===== config.mk =====
export PLATFORM = sky130hd
export DESIGN_NAME = peu_front
export DESIGN_NICKNAME = d
export VERILOG_FILES = /design/src/hw/rtl/peu_pkg.sv /design/src/hw/rtl/peu_front.sv
export SDC_FILE = /design/constraint.sdc
export NUM_CORES = 1
export LEC_CHECK = 0
export BUFFER_PORTS_ARGS = -buffer_cell sky130_fd_sc_hd__buf_2
export CELL_PAD_IN_SITES_DETAIL_PLACEMENT = 2
export CELL_PAD_IN_SITES_GLOBAL_PLACEMENT = 2
export CORE_MARGIN = 2
export CORE_UTILIZATION = 35
export CTS_CLUSTER_DIAMETER = 80
export DETAILED_ROUTE_END_ITERATION = 12
export PLACE_DENSITY_LB_ADDON = 0.1
export SYNTH_ARGS = -nofsm -noshare
export SYNTH_HDL_FRONTEND = slang
export SYNTH_SLANG_ARGS = --single-unit

===== constraint.sdc =====
create_clock -name clock -period 6.9 [get_ports clock]
set_input_delay 1.38 -clock clock [delete_from_list [all_inputs] [get_ports clock]]
set_output_delay 1.38 -clock clock [all_outputs]
set_load 0.01 [all_outputs]

===== src/hw/rtl/peu_pkg.sv =====
// ----------------------------------------------------------------------------
// peu_pkg
// Shared types and constants of the particle emitter update block.
// ----------------------------------------------------------------------------
package peu_pkg;

   localparam int TABLE_DEPTH   = 64;
   localparam int IDX_W         = 6;
   localparam int PARTICLES_DEF = 64;
   localparam int QUEUE_DEPTH   = 2;
   localparam int DIV_STEPS     = 9;
   localparam int ALPHA_MAX     = 204;
   localparam int CFG_W         = 48;
   localparam int CSR_IDX_W     = 3;
   localparam int VEL_W         = 48;
   localparam int ENT_W         = 159;

   localparam logic [30:0] MOVE_SPEED_RST   = 31'd65536;
   localparam logic [30:0] BASE_SIZE_RST    = 31'd65536;
   localparam logic [30:0] GROW_RATE_RST    = 31'd0;
   localparam logic [30:0] LIFE_SPAN_RST    = 31'd65536;
   localparam logic [30:0] STAGGER_STEP_RST = 31'd1024;
   localparam logic [47:0] ROT_ROW0_RST     = 48'h0000_0000_4000;
   localparam logic [47:0] ROT_ROW1_RST     = 48'h0000_4000_0000;
   localparam logic [47:0] ROT_ROW2_RST     = 48'h4000_0000_0000;

   typedef enum logic [1:0] {
      FUNC_TICK,
      FUNC_TOGGLE,
      FUNC_LOAD,
      FUNC_RESTART
   } func_type;

   typedef enum logic [2:0] {
      CSR_MOVE_SPEED,
      CSR_BASE_SIZE,
      CSR_GROW_RATE,
      CSR_LIFE_SPAN,
      CSR_STAGGER_STEP,
      CSR_ROT_ROW0,
      CSR_ROT_ROW1,
      CSR_ROT_ROW2
   } csr_index_type;

   typedef struct packed {
      func_type           func;
      logic [15:0]        step_time;
      logic [IDX_W-1:0]   slot;
      logic signed [15:0] vel_x;
      logic signed [15:0] vel_y;
      logic signed [15:0] vel_z;
   } cmd_type;

   typedef struct packed {
      logic    valid;
      cmd_type cmd;
   } queue_type;

   typedef struct packed {
      logic [30:0] move_speed;
      logic [30:0] base_size;
      logic [30:0] grow_rate;
      logic [30:0] life_span;
      logic [30:0] stagger_step;
      logic [47:0] rot_row0;
      logic [47:0] rot_row1;
      logic [47:0] rot_row2;
   } cfg_type;

   typedef struct packed {
      logic signed [31:0] pos_x;
      logic signed [31:0] pos_y;
      logic signed [31:0] pos_z;
      logic [30:0]        size;
      logic signed [31:0] age;
   } ent_type;

   typedef struct packed {
      logic [IDX_W-1:0]   id;
      logic signed [31:0] x;
      logic signed [31:0] y;
      logic signed [31:0] z;
      logic [30:0]        size;
      logic [7:0]         alpha;
   } res_type;

   typedef enum logic [1:0] {
      CLS_WAIT,
      CLS_LIVE,
      CLS_EXP
   } cls_type;

   typedef enum logic [3:0] {
      B_IDLE,
      B_PREP,
      B_RD,
      B_EVAL,
      B_UPD,
      B_ROT,
      B_DIV,
      B_NEXT,
      B_FLUSH,
      B_RESTART
   } back_state_type;

endpackage


===== src/hw/rtl/peu_front.sv =====
// ----------------------------------------------------------------------------
// peu_front
// Accepts requests, tags their function and queues them for the back end.
// ----------------------------------------------------------------------------
module peu_front (
   input  logic               clock,
   input  logic               reset,
   input  logic               start,
   output logic               busy,
   input  logic [1:0]         req_func,
   input  logic [15:0]        req_step_time,
   input  logic [5:0]         req_slot,
   input  logic signed [15:0] req_vel_x,
   input  logic signed [15:0] req_vel_y,
   input  logic signed [15:0] req_vel_z,
   output peu_pkg::queue_type q_out,
   input  logic               q_pop
);

   peu_pkg::cmd_type mem_ff [peu_pkg::QUEUE_DEPTH];
   logic             wptr_ff, wptr_in;
   logic             rptr_ff, rptr_in;
   logic [1:0]       cnt_ff, cnt_in;
   logic             push;
   peu_pkg::cmd_type cmd;

   always_comb begin
      cmd.func      = peu_pkg::func_type'(req_func);
      cmd.step_time = req_step_time;
      cmd.slot      = req_slot;
      cmd.vel_x     = req_vel_x;
      cmd.vel_y     = req_vel_y;
      cmd.vel_z     = req_vel_z;
   end

   assign busy        = (cnt_ff == 2'(peu_pkg::QUEUE_DEPTH));
   assign push        = start && !busy;
   assign q_out.valid = (cnt_ff != 2'd0);
   assign q_out.cmd   = mem_ff[rptr_ff];

   always_comb begin
      wptr_in = push ? !wptr_ff : wptr_ff;
      rptr_in = (q_pop && q_out.valid) ? !rptr_ff : rptr_ff;
      cnt_in  = cnt_ff + 2'(push) - 2'(q_pop && q_out.valid);
   end

   always_ff @(posedge clock) begin
      if (reset) begin
         wptr_ff <= 1'b0;
         rptr_ff <= 1'b0;
         cnt_ff  <= 2'd0;
      end else begin
         wptr_ff <= wptr_in;
         rptr_ff <= rptr_in;
         cnt_ff  <= cnt_in;
      end
   end

   always_ff @(posedge clock) begin
      if (push) begin
         mem_ff[wptr_ff] <= cmd;
      end
   end

endmodule


=== Word-level counts from Yosys, hierarchy flattened ===
Memories as Yosys holds them, arrays and structs flattened. A register that Yosys moved wholly into a read port is not among the register bits.
Cells that the tools add are included.

* Flip-flop bits (word level): 4
* Latch bits: 0
* RAM bits: 144
* ROM bits: 0
* Input port bits: 76
* Output and inout bits: 74
* Memories kept: 1

* $add $sub $neg: 2
* Multipliers: 0
* Div/mod/pow operators: 0
* $lt $le $gt $ge: 0
* Equal/unequal tests: 1
* Shifts and indexed selects: 0
* Multiplexer cells: 4
* Bitwise logic cells: 0
* Reductions and logical operators: 6

{| class="wikitable"
|+ Memory list
! memory !! words !! width !! rd ports !! clocked after memory_dff !! write ports !! line !! text
|-
| mem_ff || 2 || 72 || 1 || 1 || 1 || peu_front.sv:20 || <nowiki>peu_pkg::cmd_type mem_ff [peu_pkg::QUEUE_DEPTH];</nowiki>
|}

{| class="wikitable"
|+ Operators by type and width
! cell !! number
|-
| $mux W1 || 4
|-
| $logic_not A1 Y1 || 3
|-
| $add A2 B1 Y2 || 1
|-
| $eq A2 B2 Y1 const B || 1
|-
| $logic_and A1 B1 Y1 || 2
|-
| $reduce_bool A2 Y1 || 1
|-
| $sub A2 B1 Y2 || 1
|}

=== Longest topological paths before layout ===
* Depth in word-level cells: 5
* Mapped depth: 8

=== Worst setup path before layout ===
No wires, ideal clock.

* Path type: input-to-reg
* Start point: in start
* End point: mem mem_ff[0][0] (netlist name), enable pin
* Setup time: 0.426 ns
* Arrival: 3.179 ns
* Data required time: 6.474 ns
* Slack: 3.295 ns
* Stages: 3
* Buffers on the path: 0
* Cells stage by stage: inv_1 > or3_1 > inv_1

* Word-level cells in the longest chain between the ends: 3

{| class="wikitable"
|+ Ends and longest elaborated chain
! item !! line !! text
|-
| from (decl) || peu_front.sv:8 || <nowiki>input logic start,</nowiki>
|-
| $logic_and A1 B1 Y1 || peu_front.sv:37 || <nowiki>assign push = start && !busy;</nowiki>
|-
| $mux W1 || peu_front.sv:60 || <nowiki>if (push) begin</nowiki>
|-
| $mux W1 (implied by the code) || peu_front.sv:61 || <nowiki>mem_ff[wptr_ff] <= cmd;</nowiki>
|-
| to (decl) || peu_front.sv:20 ||
|}

No other way between the ends.

==> results.json <==
{
  "chipHeight_um": 129,
  "status": "complete, no violations",
  "synth_seq_cells": 149,
  "cp.arrival_ns": 2.04,
  "drtAntennaViolNets": 0,
  "tns_ns": 0,
  "synth_top_family_by_area": "multiplexers",
  "yosysSeqAreaShare_pct": 81.1,
  "rr_endpoint": "mem_ff[0][20]$_DFFE_PP_",
  "hold_path.class": "register to register",
  "antenna_found_initial": 2,
  "p_switching_uw": 651,
  "synth_compound_area_share_pct": 0.321,
  "slew_viol_final": 0,
  "p_int_uw": 1860,
  "drc": 0,
  "cp-end-kind": "primary output",
  "clock_skew_ns": 0.00588,
  "io_pins": 150,
  "crit_end": "q_out[10]",
  "critPathLaunchType": "register",
  "synth_mux_area_share_pct": 14.9,
  "yosys.area.top_type": "edfxtp_1",
  "report.final.hold_viol_count": 0,
  "peakVddDrop_uv": 225,
  "reg2regPathDepth": 5,
  "cts-root-buf": "clkbuf_16",
  "via_per_inst": 4.59,
  "ff2ff_setup_slack_ns": 4.45,
  "slew_headroom_pct": 29.9,
  "place.gp.congestion": 0.682,
  "yosys.area_share.simple_pct": 0.918,
  "cp_max_fo": 72,
  "synth_area_um2": 5450,
  "die_x_um": 129,
  "power.density_nw_per_um2": 366,
  "start_util_pct": 35.9,
  "drv_cap": 0,
  "cts_tree": "yes",
  "grtUsageMet1_pct": 16.6,
  "core_um2": 15200,
  "syn_nets": 328,
  "grt_pass1_vias": 3043,
  "grt_use_met2_pct": 24.6,
  "gr-usage-met3_pct": 4.49,
  "r2r-start": "cnt_ff[0]$_SDFF_PP0_",
  "synthAdderAreaFrac_pct": 0.459,
  "period_share_pct": 49.5,
  "grt_pass1_wl_um": 17200,
  "final_common_cell": "buf_2",
  "drt_iter0_drc": 151,
  "routedWlPerCell_um": 18.5,
  "drive_gt1_share_pct": 59.4,
  "drt_first_pass_iters": 4,
  "cts.path.max_buffers": 2,
  "grt_max_degree": 73,
  "cp.required_ns": 5.52,
  "leakagePower_uw": 0.00257,
  "hold_buffers": 0,
  "top_usage_layer": "met2",
  "nets": 489,
  "tightestPinTransition_ns": 1.05,
  "cts_setup_buffers": 0,
  "rsz0062_at_grt": "false",
  "switching_share_pct": 25.9,
  "wirelength_um": 11300,
  "die_area_um2": 16600,
  "criticalPathCategory": "register to primary output",
  "cts_made_buffers": 17,
  "fin_crit_ns": 3.42,
  "clock_power_share_pct": 31.8,
  "overflow": 0,
  "cts-htree-levels": 4,
  "clk_pin_slew_ns": 0.05,
  "vias": 2801,
  "portBuffers": 149,
  "clk_latency_ns": 0.41,
  "synth.top_cell.area_share_pct": 79.3,
  "syn_avg_cell_area_um2": 21.8,
  "netlist_instances": 250,
  "mostFrequentLayoutCells": "buf_2 (149), edfxtp_1 (144), mux2_2 (72)",
  "power_uw": 2510,
  "synthXorXnorAreaFrac_pct": 0.482,
  "ys_top_cells_by_area": "edfxtp_1 (79%), mux2_2 (15%), dfxtp_1 (1.8%), buf_6 (1.4%), ha_1 (0.46%)",
  "seqPwrFrac_pct": 48.3,
  "synthToLayoutAreaGrowth_pct": 26.0,
  "gr-usage-all-layers_pct": 14.3,
  "netlist-cell-type-count": 20,
  "row_count": 45,
  "fmax_mhz": 293,
  "power.share.combinational_pct": 19.9,
  "clkSinkCount": 149,
  "setup_viol": 0,
  "yosysWarnings": 0,
  "ctsResizeCount": 0,
  "dp_hpwl_um": 7250
}
==> final cells by class <==
cell class,instances,area [µm²]
multi-input cells,89,933
diodes,1,2.50
inverters,4,16.3
flip-flops and latches,149,4430
clock inverters,9,65.1
repair buffers,150,753
clock buffers,20,437
well taps,188,235
fillers,1451,8330
==> per-layer routing <==
metal	share of wire [%]	vias up
li1	-	1301
met1	40	1402
met2	53	83
met3	5.3	13
met4	1.5	2
met5	0.14	-
==> cells by family after synthesis <==
| kind of cell | Yosys count |
|---|---|
| xor+xnor | 3 |
| fa+ha+maj | 2 |
| compound gates | 3 |
| mux | 72 |
| simple gates | 9 |
| buf+inv | 12 |
| flops | 149 |
==> how the worst min path moves through the flow <==
stage                     slack, ns                  from  cells past startpoint                    to
after global placement         0.48  wptr_ff$_SDFFE_PP0N_                      2  wptr_ff$_SDFFE_PP0N_
after CTS                      0.52  wptr_ff$_SDFFE_PP0N_                      2  wptr_ff$_SDFFE_PP0N_
after detailed placement       0.51  rptr_ff$_SDFFE_PP0P_                      2              register
final                          0.52  rptr_ff$_SDFFE_PP0P_                      2              register
after floorplan                0.45  wptr_ff$_SDFFE_PP0N_                      2  wptr_ff$_SDFFE_PP0N_
after global routing           0.57  rptr_ff$_SDFFE_PP0P_                      2  rptr_ff$_SDFFE_PP0P_
==> worst max-delay path, stage by stage (launching register included) <==
cell     delay [ns]
dfxtp_4        1.02
mux2_2         0.44
buf_2          0.14
==> synthesized netlist by cell type <==
library cell,instances
buf_2,1
inv_2,1
o21ai_0,1
a21oi_1,1
nor2b_1,1
edfxtp_1,144
o21a_1,1
buf_6,7
nand2_1,1
and3_2,1
or2_2,1
ha_1,2
or3_1,1
mux2_2,72
xnor2_1,2
dfxtp_1,5
xor2_1,1
inv_1,3
nand2b_2,1
nor2_1,3
==> through the flow <==
step | cells | instance area (µm²) | setup slack (ns) | hold slack, ns | utilization (%)
final | 610 | 6870 | 3.48 | 0.517 | 45.2
after global routing | 609 | 6870 | 3.36 | 0.570 | 45.2
after CTS | 609 | 6870 | 3.39 | 0.520 | 45.2
after detailed placement | 580 | 6370 | 3.42 | 0.506 | 41.9
after global placement | 580 | 6370 | 3.47 | 0.485 | 41.9
after floorplan | 250 | 5450 | 3.30 | 0.451 | -
==> power by group through the flow <==
| stage | logic, µW | registers [µW] | clock network, µW |
|---|---|---|---|
| 2_1_floorplan | 373 | 1160 | 0 |
| 3_3_place_gp | 504 | 1230 | 0 |
| 3_5_place_dp | 513 | 1240 | 0 |
| 4_1_cts | 516 | 1220 | 823 |
| 5_1_grt | 549 | 1230 | 857 |
| 6_report | 500 | 1210 | 799 |
==> sequential cells by signal, indices dropped and copies added, names as in the netlist, named ones only <==
signal and cells:
cnt_ff 2, mem_ff 144, rptr_ff 1, wptr_ff 1
Power figures use the tool's default switching activity.
